==> src/design/rsk_pkg.sv <==
// Shared types and constants for the record sorter.
// Used by rsk_cell and record_sorter_by_key_core; depends on nothing else.
`default_nettype none

package rsk_pkg;

    typedef struct packed {
        logic [31:0] id;
        logic [31:0] price;
        logic [15:0] rating;
    } rec_t;

    // Controls broadcast to every cell of the chain.
    typedef struct packed {
        logic drain;
        logic sort_key;
        logic descending;
    } cell_ctrl_t;

    localparam logic REG_SORT_KEY   = 1'b0;
    localparam logic REG_DESCENDING = 1'b1;

    localparam logic KEY_PRICE  = 1'b0;
    localparam logic KEY_RATING = 1'b1;

endpackage

`default_nettype wire

==> src/design/rsk_cell.sv <==
// One cell of the insertion-sort chain: holds a record and passes the loser
// of each compare to its right neighbor. Depends on rsk_pkg.
`default_nettype none

module rsk_cell
(
    input  wire logic                 clk,
    input  wire logic                 rst_n,
    input  wire rsk_pkg::cell_ctrl_t  ctrl,
    input  wire logic                 in_vld,
    input  wire logic                 in_old,
    input  wire rsk_pkg::rec_t        in_rec,
    input  wire logic                 nbr_vld,
    input  wire rsk_pkg::rec_t        nbr_rec,
    output logic                      hold_vld,
    output rsk_pkg::rec_t             hold_rec,
    output logic                      pass_vld,
    output logic                      pass_old,
    output rsk_pkg::rec_t             pass_rec
);

    logic          hold_vld_reg, hold_vld_next;
    rsk_pkg::rec_t hold_rec_reg, hold_rec_next;
    logic          pass_vld_reg, pass_vld_next;
    logic          pass_old_reg, pass_old_next;
    rsk_pkg::rec_t pass_rec_reg, pass_rec_next;
    logic [31:0]   key_in;
    logic [31:0]   key_hold;
    logic          in_first;

    always_comb
    begin
        key_in   = (ctrl.sort_key == rsk_pkg::KEY_RATING) ? {16'b0, in_rec.rating}
                                                          : in_rec.price;
        key_hold = (ctrl.sort_key == rsk_pkg::KEY_RATING) ? {16'b0, hold_rec_reg.rating}
                                                          : hold_rec_reg.price;
        // A fresh request only moves ahead on a strictly better key. A record
        // pushed out of its cell arrived before any equal-keyed record it
        // meets further down, so it wins ties. Equal keys keep arrival order.
        if (in_old)
        begin
            in_first = ctrl.descending ? (key_in >= key_hold) : (key_in <= key_hold);
        end
        else
        begin
            in_first = ctrl.descending ? (key_in > key_hold) : (key_in < key_hold);
        end
    end

    always_comb
    begin
        hold_vld_next = hold_vld_reg;
        hold_rec_next = hold_rec_reg;
        pass_vld_next = 1'b0;
        pass_old_next = in_old;
        pass_rec_next = in_rec;
        if (ctrl.drain)
        begin
            hold_vld_next = nbr_vld;
            hold_rec_next = nbr_rec;
        end
        else if (in_vld)
        begin
            if (!hold_vld_reg)
            begin
                hold_vld_next = 1'b1;
                hold_rec_next = in_rec;
            end
            else if (in_first)
            begin
                hold_rec_next = in_rec;
                pass_vld_next = 1'b1;
                pass_old_next = 1'b1;
                pass_rec_next = hold_rec_reg;
            end
            else
            begin
                pass_vld_next = 1'b1;
            end
        end
    end

    always_ff @(posedge clk or negedge rst_n)
    begin
        if (!rst_n)
        begin
            hold_vld_reg <= 1'b0;
            pass_vld_reg <= 1'b0;
            pass_old_reg <= 1'b0;
        end
        else
        begin
            hold_vld_reg <= hold_vld_next;
            pass_vld_reg <= pass_vld_next;
            pass_old_reg <= pass_old_next;
        end
    end

    always_ff @(posedge clk)
    begin
        hold_rec_reg <= hold_rec_next;
        pass_rec_reg <= pass_rec_next;
    end

    assign hold_vld = hold_vld_reg;
    assign hold_rec = hold_rec_reg;
    assign pass_vld = pass_vld_reg;
    assign pass_old = pass_old_reg;
    assign pass_rec = pass_rec_reg;

endmodule

`default_nettype wire

==> config.mk <==
export PLATFORM = sky130hd
export DESIGN_NAME = rsk_cell
export DESIGN_NICKNAME = d
export VERILOG_FILES = /design/src/design/rsk_pkg.sv /design/src/design/rsk_cell.sv
export SDC_FILE = /design/constraint.sdc
export NUM_CORES = 1
export LEC_CHECK = 0
export ABC_CLOCK_PERIOD_IN_PS = 6350
export BUFFER_PORTS_ARGS = -buffer_cell sky130_fd_sc_hd__buf_2
export CAP_MARGIN = 40
export CORE_UTILIZATION = 44
export DETAILED_ROUTE_END_ITERATION = 16
export HOLD_SLACK_MARGIN = 0.12
export PLACE_DENSITY = 0.78
export SETUP_SLACK_MARGIN = 0.4
export SYNTH_ARGS = -nofsm -noshare
export SYNTH_HDL_FRONTEND = slang
export SYNTH_SLANG_ARGS = --single-unit
export TNS_END_PERCENT = 50
==> constraint.sdc <==
create_clock -name clk -period 6.35 [get_ports clk]
set_clock_uncertainty 0.15 [all_clocks]
set_input_delay 1.905 -clock clk [delete_from_list [all_inputs] [get_ports clk]]
set_output_delay 1.905 -clock clk [all_outputs]
set_load 0.1 [all_outputs]
==> qor.csv, run 1 <==
stage;metric;value;unit
status;status;finished, final reports clean;
clock_tree;cts_tree;yes;
yosys;synth-simple-area-share;4.833;%
final_layout;final_area;10440;sq um
sta;drv_slew;0;
power_and_ir_drop;peakVddDrop;0.0002380;V
critical_path;cp_slowest_cell;a31o_4;
placed_design;hpwl;15310;um
clock_tree;htreeDepth;4;
yosys;synth.distinct_cells;35;
sta;setup_viol;0;
grt;grt_pass1_wl;30440;um
placed_design;portBuffers;330;
sta;fmax;182.8;MHz
die;die_area;18130;sq um
clock_tree;root_buffer;clkbuf_16;
drt;firstDrtPassIters;4;
yosys;yosysMostFrequentCell;mux2_2;
drt;vias;5357;
final_layout;drive_gt1_share;67.64;%
sta;fin_crit;5472;ps
yosys;yosysTopAreaCell;edfxtp_1;
job;maxCapViolCount;0;
drt;ant_nets;0;
yosys;synthXorXnorAreaFrac;0;%
sta;tns;0;ps
clock_tree;cts_buffer_depth;2;
yosys;synth_compound_gate_area_share;2.586;%
critical_path;critPathKind;input pin to flop;
final_layout;fin_nets;1043;
yosys;synthFlopType;edfxtp_1;
yosys;ys_top_cells_by_area;edfxtp_1 31%, dfxtp_1 21%, mux2_4 16%;
clock_tree;cts_resized;0;
critical_path;critical_path.endpoint_type;flop;
yosys;synth_warnings;0;
yosys;netlist_instances;507;
placed_design;pre_cts_ws;419.5;ps
grt;use_met3;6.269;%
die;initial_utilization;44.90;%
die;core;17240;sq um
die;die_height;134.6;um
drt;drt-vias-per-instance;4.951;
critical_path;critical_path.cell_chain;buf_4 > buf_4 > mux2_4 > ha_4 > nand4_1 > nor3_2 > a21boi_0 > o41a_1 > o211ai_1 > a31o_4 > buf_4 > mux2_4;
critical_path;cp_max_fo;28;
sta;worst_pin_slew;663.4;ps
yosys;synth_top_family_by_area;multiplexers;
die;rows;48;
grt;use_met1;23.93;%
worst_hold_path;hp-class;flop to flop;
final_layout;area_growth;34.89;%
critical_path;cp.required;6510;ps
critical_path;critPathMostFrequentCell;buf_4;
critical_path;path_delay_family;compound AO/OA/AOI/OAI gates;
clock_tree;cts_setup_buffers;0;
clock_tree;clk_latency;420;ps
critical_path;path_buf_inv;3;
yosys;syn_avg_cell_area;15.27;sq um
grt;gr-total-overflow;0;
placed_design;dpl.cell_count;1049;
clock_tree;postCtsHoldBufs;0;
die;io_pins;331;
clock_tree;cts_made_buffers;17;
power_and_ir_drop;leakage;4.850;nW
sta;fin_crit_sh;86.17;%
sta;rsz0062_at_grt;no;
grt;grt_start_max_net_pins;46;
placed_design;post_dp_cell_area;9854;sq um
critical_path;start_kind;input pin;
final_layout;fin_cells;1082;
yosys;ys_ff_latch;163;
yosys;netlist.area_leader.share;31.04;%
sta;setup_slack;878.1;ps
drt;drc;0;
yosys;synth_common_cells;96 x mux2_2, 80 x dfxtp_1, 80 x edfxtp_1, 80 x mux2_4, 32 x ha_1;
clock_tree;clock_sinks;163;
critical_path;max_stage_delay;620;ps
grt;grt_use_total;22.29;%
grt;grt_use_met2;40.84;%
yosys;syn_nets;707;
grt;antenna_found_initial;2;
grt;gr-max-usage-layer;met2;
placed_design;place.gp.congestion;0.8153;
yosys;synth-async-reset-ratio;1.840;%
sta;slew-limit-headroom;55.77;%
yosys;yosysSeqAreaShare;52.70;%
drt;drt_iter0_drc;164;
yosys;synth-edff-count;80;
clock_tree;cts.clk_slew.worst_paths;70;ps
yosys;synth_area;7740;sq um
drt;drt-total-wl;20060;um
critical_path;cp_data_arrival_time;5630;ps
sta;hold_violations;0;
yosys;synth_fa_ha_area_share;5.173;%
drt;routedWlPerCell;18.54;um
die;die_w;134.6;um
yosys;muxShareOfSynthArea;31.56;%
grt;first_global_vias;5593;
power_and_ir_drop;p_per_area;335.2;nW/um^2
-- metal layers --
metal / part of all wire (%) / up-vias
met5: 0.055 / -
met4: 2.6 / 2
met3: 6.4 / 35
met2: 53 / 201
met1: 38 / 2552
li1: - / 2567
-- through the flow --
step	hold WS, ps	utilization (%)	power, W
after floorplan	875.2	-	0.002284
after global placement	331.2	57.17	0.002488
after detailed placement	339.5	57.17	0.002501
after CTS	358.1	60.55	0.003529
after global routing	373.3	60.57	0.003617
final	356.0	60.57	0.003499
-- placed cells by master, fill, tap and decap left out, types with 3 or more instances in the layout --
cell	n
o21ai_0	3
nand4_1	8
dfxtp_1	80
edfxtp_1	80
inv_8	3
a21oi_1	8
mux2_4	90
a21oi_2	4
dfrtp_1	3
clkinv_4	4
mux2_2	86
ha_1	20
ha_4	11
buf_2	328
clkbuf_16	17
nor2b_1	18
o211ai_1	3
nor2_1	5
mux2i_4	7
inv_6	3
buf_4	12
mux2i_1	7
nand2_1	9
nand2b_1	16
nand3_1	3
-- layout make-up --
cell class	count	area (sq um)
fill	1352	6797
sequential	163	4079
multi-input combinational	318	3719
timing repair buffer	342	1772
clock buffer	18	439.2
tap	225	281.5
clock inverter	14	143.9
inverter	1	3.754
antenna	1	2.502
-- kinds of logic after synthesis --
group | after synthesis
DFF | 163
buffers and inverters | 26
adders and majority gates | 32
and+or+nand+nor | 65
muxes | 192
AOI/OAI and AO/OA | 29
-- final timing paths --
kind                                   startpoint              endpoint  slack [ps]  cells after the start
hold / removal             hold_rec[62]$_DFFE_PP_  pass_rec[62]$_DFF_P_         360                      1
setup reg to reg            hold_rec[5]$_DFFE_PP_  pass_rec[75]$_DFF_P_        2680                     10
hold reg to reg            hold_rec[62]$_DFFE_PP_  pass_rec[62]$_DFF_P_         360                      1
min in group asynchronous                   rst_n    pass_vld$_DFF_PN0_        1120                      1
setup / recovery                          ctrl[1]  pass_rec[75]$_DFF_P_         880                     12
max in group asynchronous                   rst_n    pass_old$_DFF_PN0_        4800                      1
-- where the power goes --
part / leakage [nW] / switching [W] / internal [W] / total (W)
logic: 3.06 / 0.000917 / 0.000282 / 0.00120
clock network: 0.281 / 0.000459 / 0.000563 / 0.00102
registers: 1.51 / 0.0000586 / 0.00122 / 0.00128
total: 4.85 / 0.00143 / 0.00207 / 0.00350
Power figures use the tool's default switching activity.
==> inputs of run 2 (changes only) <==
--- a/config.mk
+++ b/config.mk
@@ -11,7 +11,7 @@
 export CORE_UTILIZATION = 44
 export DETAILED_ROUTE_END_ITERATION = 16
 export HOLD_SLACK_MARGIN = 0.12
-export PLACE_DENSITY = 0.78
+export PLACE_DENSITY = 0.83
 export SETUP_SLACK_MARGIN = 0.4
 export SYNTH_ARGS = -nofsm -noshare
 export SYNTH_HDL_FRONTEND = slang
==> run 2 against run 1 <==
  * First-iteration DRC count down 16%
  * Design area about the same
  * Clock power up 4%
  * Global-route usage down 1.2 points
  * Sequential share of layout area about the same
  * Die area unchanged
  * Non-clock buffer count down 5
  * Critical endpoint is now pass_rec[77]$_DFF_P_
  * Largest cell class unchanged
  * Largest power group unchanged
  * Highest routed layer unchanged
==> qor.csv, run 2 (synthesis results as in run 1) <==
stage;metric;value;unit;change
status;status;finished, final reports clean;;unchanged
grt;gr-total-overflow;0;;unchanged
grt;antenna_found_initial;2;;unchanged
clock_tree;root_buffer;clkbuf_16;;unchanged
sta;slew-limit-headroom;51.44;%;was 55.77%
die;die_height;134.6;um;unchanged
die;rows;48;;unchanged
clock_tree;clock_sinks;163;;unchanged
clock_tree;cts_buffer_depth;2;;unchanged
placed_design;portBuffers;330;;unchanged
die;io_pins;331;;unchanged
power_and_ir_drop;peakVddDrop;0.0001837;V;was 0.0002380 V
clock_tree;cts_tree;yes;;unchanged
clock_tree;cts_made_buffers;17;;unchanged
critical_path;start_kind;input pin;;unchanged
final_layout;insertedDiodeCount;0;;was 1
final_layout;mostFrequentLayoutCell;buf_2;;unchanged
sta;hold_violations;0;;unchanged
sta;fin_crit_sh;87.42;%;was 86.17%
drt;drc;0;;unchanged
critical_path;cp_data_arrival_time;5700;ps;was 5630 ps
final_layout;drive_gt1_share;67.57;%;was 67.64%
grt;grt_start_max_net_pins;64;;was 46
die;die_w;134.6;um;unchanged
final_layout;fin_cells;1076;;was 1082
placed_design;place.gp.congestion;0.7720;;was 0.8153
clock_tree;clk_latency;420;ps;about the same
placed_design;dpl.cell_count;1044;;was 1049
clock_tree;cts.clk_slew.worst_paths;70;ps;about the same
final_layout;layout_common_cells;328 x buf_2, 90 x mux2_4, 86 x mux2_2;;unchanged
grt;first_global_vias;5623;;was 5593
power_and_ir_drop;p_per_area;338.3;nW/um^2;was 335.2 nW/um^2
sta;rsz0062_at_grt;no;;unchanged
clock_tree;cts_setup_buffers;0;;unchanged
final_layout;fin_nets;1038;;was 1043
clock_tree;cts_resized;0;;unchanged
drt;routedWlPerCell;17.98;um;was 18.54 um
final_layout;area_growth;34.84;%;was 34.89%
grt;grt_use_total;21.07;%;was 22.29%
critical_path;critPathKind;input pin to flop;;unchanged
drt;firstDrtPassIters;4;;unchanged
critical_path;cp_max_fo;48;;was 28
die;core;17240;sq um;unchanged
drt;drt-vias-per-instance;5.019;;was 4.951
grt;grt_pass1_wl;28990;um;was 30440 um
drt;vias;5400;;was 5357
sta;setup_viol;0;;unchanged
sta;tns;0;ps;unchanged
sta;fin_crit;5551;ps;was 5472 ps
die;initial_utilization;44.90;%;unchanged
job;maxCapViolCount;0;;unchanged
clock_tree;postCtsHoldBufs;0;;unchanged
sta;fmax;180.1;MHz;was 182.8 MHz
die;die_area;18130;sq um;unchanged
drt;drt_iter0_drc;137;;was 164
power_and_ir_drop;leakage;4.849;nW;was 4.850 nW
sta;drv_slew;0;;unchanged
placed_design;hpwl;14730;um;was 15310 um
drt;drt-total-wl;19350;um;was 20060 um
critical_path;critical_path.endpoint_type;flop;;unchanged
sta;worst_pin_slew;728.4;ps;was 663.4 ps
worst_hold_path;hp-class;flop to flop;;unchanged
critical_path;cp.required;6500;ps;was 6510 ps
drt;ant_nets;0;;unchanged
clock_tree;htreeDepth;4;;unchanged
-- run 2: cell count changes in the layout (fill, tap and decap cells not counted), sizes merged --
| cell | delta |
|---|---|
| buf | -5 |
| bufinv | +1 |
| clkinv | -1 |
| clkinvlp | -1 |
| diode | -1 |
| inv | +1 |
-- run 2: worst max-delay path, stage by stage --
cell,delay (ps)
buf_4,460
buf_12,240
mux2_4,320
ha_4,230
a21oi_2,130
o21a_1,160
o2bb2ai_1,80
o41a_1,440
o211ai_1,250
a31o_4,660
buf_12,410
mux2_4,350
-- run 2: area by class of cell --
cell class | instances | area (sq um)
Tap cell | 225 | 281.5
Multi-Input combinational cell | 318 | 3719
Sequential cell | 163 | 4079
Clock buffer | 18 | 439.2
Inverter | 1 | 3.754
Fill cell | 1346 | 6800
Clock inverter | 14 | 167.7
Timing Repair Buffer | 337 | 1747
-- run 2: metal layers --
metal  wire, um  up-vias  GRT usage, %
met4        388        4         8.427
li1           -     2557             -
met3       1177       31         5.405
met2      10520      207         40.12
met1       7247     2601         21.79
met5         20        -             0
-- run 2: final timing paths --
| kind | start | endpoint | slack, ps | cells after the start |
|---|---|---|---|---|
| max | ctrl[1] | pass_rec[77]$_DFF_P_ | 800 | 12 |
| min | hold_rec[61]$_DFFE_PP_ | pass_rec[61]$_DFF_P_ | 350 | 1 |
| max reg2reg | hold_rec[21]$_DFFE_PP_ | pass_rec[77]$_DFF_P_ | 2590 | 10 |
| min reg2reg | hold_rec[61]$_DFFE_PP_ | pass_rec[61]$_DFF_P_ | 350 | 1 |
| max in group asynchronous | rst_n | pass_old$_DFF_PN0_ | 4810 | 1 |
| min in group asynchronous | rst_n | pass_vld$_DFF_PN0_ | 1130 | 1 |
-- run 2: through the flow --
step | total power [W] | setup WS (ps) | utilization (%) | instance area, sq um | hold slack, ps
2_1_floorplan | 0.002284 | 335.5 | - | 8137 | 875.2
3_3_place_gp | 0.002481 | 456.7 | 57.03 | 9829 | 329.8
3_5_place_dp | 0.002497 | 351.7 | 57.03 | 9829 | 336.3
4_1_cts | 0.003561 | 767.4 | 60.55 | 10440 | 352.2
5_1_grt | 0.003644 | 597.6 | 60.55 | 10440 | 360.5
6_report | 0.003531 | 798.9 | 60.55 | 10440 | 348.4
-- run 2: where the power goes --
part | switching [W] | total [W] | internal (W)
registers | 0.0000585 | 0.00128 | 0.00122
logic | 0.000913 | 0.00119 | 0.000281
clock network | 0.000454 | 0.00106 | 0.000605
==> inputs of run 3 (changes only) <==
--- a/config.mk
+++ b/config.mk
@@ -5,13 +5,13 @@
 export SDC_FILE = /design/constraint.sdc
 export NUM_CORES = 1
 export LEC_CHECK = 0
-export ABC_CLOCK_PERIOD_IN_PS = 6350
+export ABC_AREA = 1
 export BUFFER_PORTS_ARGS = -buffer_cell sky130_fd_sc_hd__buf_2
 export CAP_MARGIN = 40
-export CORE_UTILIZATION = 44
+export CORE_UTILIZATION = 43
 export DETAILED_ROUTE_END_ITERATION = 16
 export HOLD_SLACK_MARGIN = 0.12
-export PLACE_DENSITY = 0.83
+export PLACE_DENSITY = 0.82
 export SETUP_SLACK_MARGIN = 0.4
 export SYNTH_ARGS = -nofsm -noshare
 export SYNTH_HDL_FRONTEND = slang
==> run 3 against run 2 <==
  * Synthesized cell count is 79% higher
  * Highest routed layer is now met4
  * Design area down 5.0%
  * Die area fell by 0.19%
  * Critical path type unchanged
  * Register-to-register slack improved by 680 ps
  * Area after synthesis is 2.5% lower
  * Sequential power is essentially flat
  * Fmax up 11%
==> qor.csv, run 3 <==
stage;metric;value;unit;change
status;status;finished, final reports clean;;unchanged
yosys;yosysMostFrequentCell;nand2_1;;was mux2_2
sta;slew-limit-headroom;36.87;%;was 51.44%
critical_path;critPathKind;input pin to flop;;unchanged
final_layout;final_area;9910;sq um;was 10440 sq um
worst_hold_path;hold_end;pass_rec[58]$_DFF_P_;;was pass_rec[61]$_DFF_P_
critical_path;start_kind;input pin;;unchanged
yosys;yosysSeqAreaShare;54.03;%;was 52.70%
yosys;netlist_instances;905;;was 507
sta;rsz0062_at_grt;no;;unchanged
clock_tree;cts.clk_slew.worst_paths;70;ps;about the same
power_and_ir_drop;total_power;0.003605;W;was 0.003531 W
grt;antenna_found_initial;0;;was 2
grt;grt_pass1_wl;35230;um;was 28990 um
clock_tree;cts_tree;yes;;unchanged
final_layout;area_growth;31.26;%;was 34.84%
sta;fin_crit;5015;ps;was 5551 ps
yosys;netlist.area_leader.share;31.82;%;was 31.04%
sta;tns;0;ps;unchanged
placed_design;post_dp_cell_area;9339;sq um;was 9829 sq um
power_and_ir_drop;p_per_area;363.8;nW/um^2;was 338.3 nW/um^2
drt;drt-vias-per-instance;5.054;;was 5.019
die;initial_utilization;43.80;%;was 44.90%
clock_tree;postCtsHoldBufs;0;;unchanged
placed_design;hpwl;16350;um;was 14730 um
placed_design;pre_cts_ws;894.6;ps;was 351.7 ps
final_layout;insertedDiodeCount;0;;unchanged
clock_tree;cts_resized;0;;unchanged
drt;routedWlPerCell;15.79;um;was 17.98 um
sta;hold_violations;0;;unchanged
worst_hold_path;hp-class;flop to flop;;unchanged
grt;grt_start_max_net_pins;81;;was 64
clock_tree;cts_setup_buffers;0;;unchanged
yosys;yosysTopAreaCell;edfxtp_1;;unchanged
critical_path;r2r_setup_slack;3270;ps;was 2590 ps
drt;ant_nets;0;;unchanged
yosys;ys_ff_latch;163;;unchanged
die;die_height;134.5;um;was 134.6 um
clock_tree;clk_latency;420;ps;about the same
clock_tree;clock_sinks;163;;unchanged
clock_tree;htreeDepth;4;;unchanged
sta;setup_slack;1335;ps;was 798.9 ps
worst_hold_path;worstHoldStart;hold_rec[58]$_DFFE_PP_;;was hold_rec[61]$_DFFE_PP_
yosys;synth.distinct_cells;26;;was 35
die;io_pins;331;;unchanged
final_layout;layout_common_cells;407 x nand2_1, 329 x buf_2, 85 x nand3_1;;was 328 x buf_2, 90 x mux2_4, 86 x mux2_2
yosys;synth-async-reset-ratio;1.840;%;unchanged
drt;firstDrtPassIters;5;;was 4
sta;worst_pin_slew;946.9;ps;was 728.4 ps
die;core;17240;sq um;unchanged
yosys;syn_avg_cell_area;8.342;sq um;was 15.27 sq um
final_layout;fin_nets;1412;;was 1038
critical_path;critical_path.endpoint_type;flop;;unchanged
sta;fmax;199.4;MHz;was 180.1 MHz
grt;first_global_vias;7091;;was 5623
die;rows;48;;unchanged
sta;setup_viol;0;;unchanged
yosys;synth-edff-count;80;;unchanged
placed_design;portBuffers;330;;unchanged
critical_path;r2r_end;hold_rec[70]$_DFFE_PP_;;was pass_rec[77]$_DFF_P_
critical_path;r2r_cells;11;;was 10
job;maxCapViolCount;0;;unchanged
power_and_ir_drop;peakVddDrop;0.0001935;V;was 0.0001837 V
clock_tree;cts_made_buffers;17;;unchanged
final_layout;mostFrequentLayoutCell;nand2_1;;was buf_2
sta;drv_slew;0;;unchanged
yosys;synth_common_cells;407 x nand2_1, 85 x nand3_1, 80 x dfxtp_1, 80 x edfxtp_1, 51 x o21ai_0;;was 96 x mux2_2, 80 x dfxtp_1, 80 x edfxtp_1, 80 x mux2_4, 32 x ha_1
yosys;ys_top_cells_by_area;edfxtp_1 32%, dfxtp_1 21%, nand2_1 20%;;was edfxtp_1 31%, dfxtp_1 21%, mux2_4 16%
grt;gr-total-overflow;0;;unchanged
final_layout;fin_cells;1450;;was 1076
drt;drt_iter0_drc;623;;was 137
final_layout;drive_gt1_share;30.69;%;was 67.57%
critical_path;cp.required;6250;ps;was 6500 ps
die;die_area;18090;sq um;was 18130 sq um
critical_path;worstReg2RegStart;hold_rec[35]$_DFFE_PP_;;was hold_rec[21]$_DFFE_PP_
clock_tree;cts_buffer_depth;2;;unchanged
placed_design;dpl.cell_count;1418;;was 1044
critical_path;cp_max_fo;55;;was 48
clock_tree;root_buffer;clkbuf_16;;unchanged
critical_path;cp_data_arrival_time;4910;ps;was 5700 ps
drt;drc;0;;unchanged
final_layout;multiInputGateArea;3039;sq um;was 3719 sq um
sta;fin_crit_sh;78.97;%;was 87.42%
drt;drt-total-wl;22890;um;was 19350 um
yosys;synth_warnings;0;;unchanged
final_layout;fill_cells;1536;;was 1346
placed_design;place.gp.congestion;0.8946;;was 0.7720
yosys;synth_area;7550;sq um;was 7740 sq um
yosys;syn_nets;1105;;was 707
final_layout;seqCellArea;4079;sq um;unchanged
power_and_ir_drop;leakage;5.266;nW;was 4.849 nW
yosys;synthFlopType;edfxtp_1;;unchanged
drt;vias;7328;;was 5400
worst_hold_path;worstHoldPathCells;2;;was 1
die;die_w;134.5;um;was 134.6 um
grt;grt_use_total;25.29;%;was 21.07%
==> run 3: layout make-up <==
type	instances	share of cell area (%)
sequential	163	41.16
multi-input combinational	644	30.67
timing repair buffer	339	17.75
clock buffer	17	4.293
tap	225	2.841
inverter	47	1.818
clock inverter	15	1.465
==> run 3: cells by family after synthesis <==
| kind of cell | synth area share [%] |
|---|---|
| adders and majority gates | 5.303 |
| AOI/OAI and AO/OA | 4.905 |
| and+or+nand+nor | 27.96 |
| DFF | 54.03 |
| buffers and inverters | 5.817 |
| muxes | 1.989 |
==> run 3: worst max path at each step <==
stage,slack [ps],start,endpoint,depth (start not counted)
after global placement,1040,ctrl[1],hold_rec[78]$_DFFE_PP_,13
after global routing,960,ctrl[1],hold_rec[70]$_DFFE_PP_,14
after CTS,1330,ctrl[1],hold_rec[70]$_DFFE_PP_,13
after floorplan,640,ctrl[1],hold_rec[0]$_DFFE_PP_,16
after detailed placement,890,ctrl[1],hold_rec[78]$_DFFE_PP_,13
final,1340,ctrl[1],hold_rec[70]$_DFFE_PP_,16
==> run 3: report_power, final <==
group          switching [W]  leakage, nW  internal [W]
combinational        0.00109         3.48      0.000205
clock               0.000461        0.267      0.000550
sequential         0.0000614         1.52       0.00124
total                0.00161         5.27       0.00199
==> run 3: through the flow <==
stage,utilization [%],hold WS [ps]
floorplan,-,897.9
global placement,53.83,323.7
detailed placement,54.18,332.8
CTS,57.49,346.6
global route,57.49,371.3
finish,57.49,343.6
==> run 3: worst max-delay path: stages <==
cell        delay (ps)
buf_2              270
buf_4              520
mux2i_1            290
ha_1               270
a21oi_1            130
nor2_1              50
nor2_1              80
nand2_1             70
nand2_1             60
nand2_1             40
nand2_1             70
nand3_1            130
nand3_4            140
o21bai_1           100
clkinvlp_4          80
buf_4              580
==> run 3: layer usage <==
layer  up-vias  wire length [um]  global-route usage [%]
li1       3544                 -                       -
met1      3365              9283                   31.04
met2       388             11240                   43.03
met3        31              1901                   5.593
met4         0               469                   10.49
met5         -                 0                       0
